<file path="config.mk">
export PLATFORM = sky130hd
export DESIGN_NAME = cvs_ctrl
export DESIGN_NICKNAME = d
export VERILOG_FILES = /design/src/rtl/cvs_pkg.sv /design/src/rtl/cvs_ctrl.sv
export SDC_FILE = /design/constraint.sdc
export NUM_CORES = 1
export LEC_CHECK = 0
export BUFFER_PORTS_ARGS = -buffer_cell sky130_fd_sc_hd__clkbuf_2
export CORE_MARGIN = 2
export CORE_UTILIZATION = 44
export CTS_CLUSTER_DIAMETER = 50
export DETAILED_ROUTE_END_ITERATION = 6
export PLACE_DENSITY = 0.68
export SLEW_MARGIN = 30
export SYNTH_ARGS = -nofsm -noshare
export SYNTH_HDL_FRONTEND = slang
export SYNTH_SLANG_ARGS = --single-unit
</file>
<file path="constraint.sdc">
create_clock -name clk_i -period 1.54 [get_ports clk_i]
set_input_delay 0 -clock clk_i [delete_from_list [all_inputs] [get_ports clk_i]]
set_output_delay 0 -clock clk_i [all_outputs]
set_load 0.1 [all_outputs]
</file>
<file path="src/rtl/cvs_pkg.sv">
`timescale 1ns / 1ps
package cvs_pkg;

  localparam int CVS_CORDIC_STEPS = 16;
  localparam int CW = 30;
  localparam int DEG_ONE = 65536;
  localparam int CORDIC_GAIN = 10188014;
  localparam int FULL_CD = 36000;
  localparam int HALF_CD = 18000;
  localparam int AVG_LIM = 65536;
  localparam logic [31:0] RECIP_100 = 32'h51EB851F;
  localparam int RECIP_SHIFT = 37;

  localparam logic [13:0] ENTER_RST = 14'd100;
  localparam logic [13:0] EXIT_RST = 14'd80;
  localparam logic [15:0] ALPHA_RST = 16'd6554;

  typedef enum logic [1:0] {
    CFG_ENTER = 2'd0,
    CFG_EXIT  = 2'd1,
    CFG_ALPHA = 2'd2
  } cfg_idx_e;

  typedef struct packed {
    logic load;
    logic conv;
    logic rot_init;
    logic vec_init;
    logic iter;
    logic sc;
    logic smooth;
    logic ang;
    logic result;
  } cvs_cmd_t;

  typedef struct packed {
    logic trusted;
    logic iter_last;
    logic out_busy;
  } cvs_stat_t;

  function automatic logic [21:0] atan_lut(input logic [4:0] idx);
    logic [21:0] v;
    unique case (idx)
      5'd0: v = 22'd2949120;
      5'd1: v = 22'd1740967;
      5'd2: v = 22'd919879;
      5'd3: v = 22'd466945;
      5'd4: v = 22'd234379;
      5'd5: v = 22'd117304;
      5'd6: v = 22'd58666;
      5'd7: v = 22'd29335;
      5'd8: v = 22'd14668;
      5'd9: v = 22'd7334;
      5'd10: v = 22'd3667;
      5'd11: v = 22'd1833;
      5'd12: v = 22'd917;
      5'd13: v = 22'd458;
      5'd14: v = 22'd229;
      5'd15: v = 22'd115;
      5'd16: v = 22'd57;
      5'd17: v = 22'd29;
      5'd18: v = 22'd14;
      5'd19: v = 22'd7;
      5'd20: v = 22'd4;
      5'd21: v = 22'd2;
      5'd22: v = 22'd1;
      default: v = 22'd0;
    endcase
    return v;
  endfunction

endpackage

</file>
<file path="src/rtl/cvs_ctrl.sv">
`timescale 1ns / 1ps
module cvs_ctrl
  import cvs_pkg::*;
(
  input  logic      clk_i,
  input  logic      rst_ni,
  input  logic      in_valid_i,
  output logic      in_ready_o,
  input  cvs_stat_t stat_i,
  output cvs_cmd_t  cmd_o
);

  typedef enum logic [9:0] {
    S_IDLE     = 10'b0000000001,
    S_CONV     = 10'b0000000010,
    S_ROT_INIT = 10'b0000000100,
    S_ROT      = 10'b0000001000,
    S_SC       = 10'b0000010000,
    S_SMOOTH   = 10'b0000100000,
    S_VEC_INIT = 10'b0001000000,
    S_VEC      = 10'b0010000000,
    S_ANG      = 10'b0100000000,
    S_DONE     = 10'b1000000000
  } state_e;

  state_e state_q, state_d;

  always_comb begin
    state_d = state_q;
    cmd_o = '0;
    in_ready_o = 1'b0;
    unique case (state_q)
      S_IDLE: begin
        in_ready_o = 1'b1;
        if (in_valid_i) begin
          cmd_o.load = 1'b1;
          state_d = S_CONV;
        end
      end
      S_CONV: begin
        if (stat_i.trusted) begin
          cmd_o.conv = 1'b1;
          state_d = S_ROT_INIT;
        end else begin
          state_d = S_DONE;
        end
      end
      S_ROT_INIT: begin
        cmd_o.rot_init = 1'b1;
        state_d = S_ROT;
      end
      S_ROT: begin
        cmd_o.iter = 1'b1;
        if (stat_i.iter_last) state_d = S_SC;
      end
      S_SC: begin
        cmd_o.sc = 1'b1;
        state_d = S_SMOOTH;
      end
      S_SMOOTH: begin
        cmd_o.smooth = 1'b1;
        state_d = S_VEC_INIT;
      end
      S_VEC_INIT: begin
        cmd_o.vec_init = 1'b1;
        state_d = S_VEC;
      end
      S_VEC: begin
        cmd_o.iter = 1'b1;
        if (stat_i.iter_last) state_d = S_ANG;
      end
      S_ANG: begin
        cmd_o.ang = 1'b1;
        state_d = S_DONE;
      end
      S_DONE: begin
        if (!stat_i.out_busy) begin
          cmd_o.result = 1'b1;
          state_d = S_IDLE;
        end
      end
      default: state_d = S_IDLE;
    endcase
  end

  always_ff @(posedge clk_i or negedge rst_ni) begin
    if (!rst_ni) begin
      state_q <= S_IDLE;
    end else begin
      state_q <= state_d;
    end
  end

endmodule

</file>
==> results.yml, run 1 <==
yosys:
  ys.flop_type: "dfrtp_1"
  syn_nets: 62
  ys_ff_latch: 10
  synth_cell_types: 22
  synthTopCellsByArea: "dfrtp_1 37%, nand4b_1 8.7%, nor3b_1 6.2%"
  synth_warnings: 0
  synth_top_area_share_pct: 37.4
  synth_area_leader_cell: "dfrtp_1"
  syn_inst: 56
  synth_area_um2: 602
  synth_seq_area_share_pct: 41.8
  async_reset_ff_share_pct: 100
  syn_area_per_cell_um2: 10.7
  synth-edff-count: 0
floorplanning:
  die-height_um: 41.0
  initial_core_util_pct: 46.8
  dieWidth_um: 41.0
  io_pins: 16
  std_cell_rows: 13
cts:
  cts_made_buffers: 3
  cts_setup_buffers: 10
  cts_sinks: 10
  h-tree-depth: 1
  cts_max_path_buffers: 2
  cts_root_buffer: "clkbuf_4"
  post_cts_resized: 11
  cts_hold_buf: 3
placement:
  gp_congestion: 0.847
  pre_cts_ws_ps: -223
  dpl.hpwl_um: 1400
  port_buffers: 15
run_status:
  failed_stage: "clock tree synthesis (4_1_cts)"
  status: "aborted with a tool error"
  error: "[ERROR DPL-0033] detailed placement checks failed during check placement."
==> synthesized netlist by cell type, types with 2 or more instances <==
master,number
o211ai_1,2
dfrtp_1,9
nor2_1,7
and2_1,2
nor3b_1,5
nor4_1,2
nand4_1,2
a21o_1,2
nor4_2,2
inv_1,6
nand4b_1,6
==> through the flow <==
stage / cells / setup TNS [ps] / util (%) / cell area, um2
2_1_floorplan: 56 / -1900 / - / 666
3_3_place_gp: 107 / -1370 / 83.3 / 1070
3_5_place_dp: 107 / -1950 / 83.3 / 1070
==> cells by family after synthesis <==
| group | Yosys count | synth area share (%) |
|---|---|---|
| buf+inv | 8 | 5.82 |
| xor+xnor | 1 | 1.46 |
| simple gates | 31 | 40.1 |
| flops | 10 | 41.8 |
| compound gates | 6 | 10.8 |
==> inputs of run 2 (changes only) <==
--- a/config.mk
+++ b/config.mk
@@ -6,11 +6,10 @@
 export NUM_CORES = 1
 export LEC_CHECK = 0
 export BUFFER_PORTS_ARGS = -buffer_cell sky130_fd_sc_hd__clkbuf_2
-export CORE_MARGIN = 2
-export CORE_UTILIZATION = 44
-export CTS_CLUSTER_DIAMETER = 50
+export CORE_AREA = 2 2 63 65
 export DETAILED_ROUTE_END_ITERATION = 6
-export PLACE_DENSITY = 0.68
+export DIE_AREA = 0 0 65 67
+export PLACE_DENSITY_LB_ADDON = 0.15
 export SLEW_MARGIN = 30
 export SYNTH_ARGS = -nofsm -noshare
 export SYNTH_HDL_FRONTEND = slang
==> constraint.sdc (replaced) <==
create_clock -name clk_i -period 2 [get_ports clk_i]
set_input_delay 0 -clock clk_i [delete_from_list [all_inputs] [get_ports clk_i]]
set_output_delay 0 -clock clk_i [all_outputs]
set_load 0.1 [all_outputs]
==> run 2 against run 1 <==
The flow now finishes without violations. Area after synthesis stayed put. Synthesized cell count stayed put.
==> results.yml, run 2 <==
floorplanning:
  std_cell_rows: 22
  core-area_um2: 3610
  io_pins: 16
  initial_core_util_pct: 16.7
  die-height_um: 67
  die_area_um2: 4360
  dieWidth_um: 65
cells_and_area:
  final_common_cell: "buf_4"
  top_regs: "state_q (10)"
  drive_above_1_share_pct: 46.4
  mostFrequentLayoutCells: "11 x buf_4, 8 x dfrtp_1"
  top_register: "state_q"
  diodes: 0
  nNetsFinal: 91
  postLayoutCoreUtil_pct: 27.5
  largest_register_ffs: 10
  fin_cells: 132
  syn_to_final_growth_pct: 64.9
yosys:
  syn_inst: 56
  synth_area_um2: 602
  synth_cell_types: 22
  ys_ff_latch: 10
  synth-edff-count: 0
  async_reset_ff_share_pct: 100
  syn_nets: 62
  synth_common_cells: "9 x dfrtp_1, 7 x nor2_1, 6 x inv_1, 6 x nand4b_1, 5 x nor3b_1"
  yosys.cell_count.top_type: "dfrtp_1"
  synth_area_leader_cell: "dfrtp_1"
  synth_top_area_share_pct: 37.4
  synth_seq_area_share_pct: 41.8
  ys.flop_type: "dfrtp_1"
  syn_area_per_cell_um2: 10.7
  synthTopCellsByArea: "dfrtp_1 37%, nand4b_1 8.7%, nor3b_1 6.2%"
  synth_warnings: 0
sta:
  max_slew_margin_pct: 64.2
  worst_pin_slew_ps: 539
  finalCriticalPeriod_ps: 1940
  setup_tns_ps: 0
  min_period_over_period_pct: 96.8
  hold_viol_final: 0
  maxSlewViolCount: 0
  rsz0062_at_grt: "yes"
  holdWs_ps: 7.42
  finalSetupViolCount: 0
  fmax_mhz: 517
  skew_ps: 3.20
power:
  leakage_nw: 0.459
  p_total_mw: 1.30
  power.density_nw_per_um2: 1310
  vdd_drop_max_mv: 0.312
run_status:
  status: "finished, final reports clean"
setup_path:
  critPathLaunchType: "flop"
  cp_data_arrival_time_ps: 1940
  end_kind: "output port"
  crit_required_ps: 2000
  crit_type: "flop to output port"
  cp_max_fo: 3
job:
  cap_viol_max_count: 0
cts:
  h-tree-depth: 1
  cts_sinks: 10
  clk_latency_ps: 230
  cts_tree: "done"
  cts_max_path_buffers: 2
  path_clk_slew_ps: 50
  cts_root_buffer: "clkbuf_8"
  cts_made_buffers: 3
placement:
  dpl.hpwl_um: 1250
  port_buffers: 15
  gp_congestion: 0.681
  dp_cells: 120
worst_hold_path:
  holdCritPathClass: "input port to flop"
drt:
  viasPerCell: 4.06
  routedWlPerCell_um: 12.5
  drtIter0Drc: 16
  first_pass_iters: 2
  drtAntennaViolNets: 0
  route.detailed.drc: 0
  wirelength_um: 1650
  vias: 536
global_routing:
  grt_pass1_wl_um: 2490
  grt_pass1_vias: 495
  grt_usage_pct: 8.22
  grt_max_degree: 11
  overflow: 0
  antenna_found_initial: 0
==> run 2: area by class of cell <==
cell class / count / area [um2]
Clock buffer: 4 / 45.0
Tap cell: 48 / 60.1
Inverter: 6 / 26.3
Timing Repair Buffer: 26 / 264
Multi-Input combinational cell: 38 / 344
Sequential cell: 10 / 253
Fill cell: 377 / 2610
==> run 2: path summary, 6_finish.rpt <==
path	cells after the start	end	from	slack, ps
max reg2reg	6	state_q[0]	state_q[7]	120
min	2	state_q[9]	stat_i[2]	7
max	5	cmd_o[7]	state_q[7]	60
min reg2reg	1	state_q[7]	state_q[7]	540
max in group asynchronous	2	state_q[0]	rst_ni	1550
min in group asynchronous	2	state_q[6]	rst_ni	170
==> run 2: worst max-delay path, cell delays in order, from the launching register on <==
cell,delay [ps]
dfrtp_2,430
nor4_4,360
nor3b_4,300
nand4b_1,240
nor2_4,190
buf_12,180
==> run 2: cells by family after synthesis <==
logic type | synth area share, %
and+or+nand+nor | 40.1
DFF | 41.8
xor gates and xnor gates | 1.46
buffers and inverters | 5.82
AOI/OAI and AO/OA | 10.8
==> run 2: through the flow <==
step                      setup slack, ps  cell area (um2)
after floorplan                      -181              634
after global placement                182              877
after detailed placement              180              877
after CTS                            4.18              950
after global routing                -87.8              992
final                                64.9              992
==> run 2: timing repair <==
action                     in CTS  in global routing
gates resized for setup         0                  2
setup endpoints to repair       2                  4
hold endpoints to repair       11                  0
pin swaps                       2                  5
buffers inserted                1                  5
hold buffers                    2                  0
==> run 2: where the power goes <==
part           internal (mW)  switching, mW  total [mW]
clock network          0.139         0.0775       0.217
registers              0.244         0.0425       0.286
logic                  0.344          0.452       0.796
==> run 2: routing by layer <==
metal | GRT usage (%) | vias up | part of all wire, %
met5 | 0 | - | 0
met4 | 6.38 | 0 | 2.9
met3 | 1.69 | 4 | 3.5
met2 | 11.7 | 12 | 46
met1 | 10.7 | 255 | 48
li1 | - | 265 | -
Power figures use the tool's default switching activity.
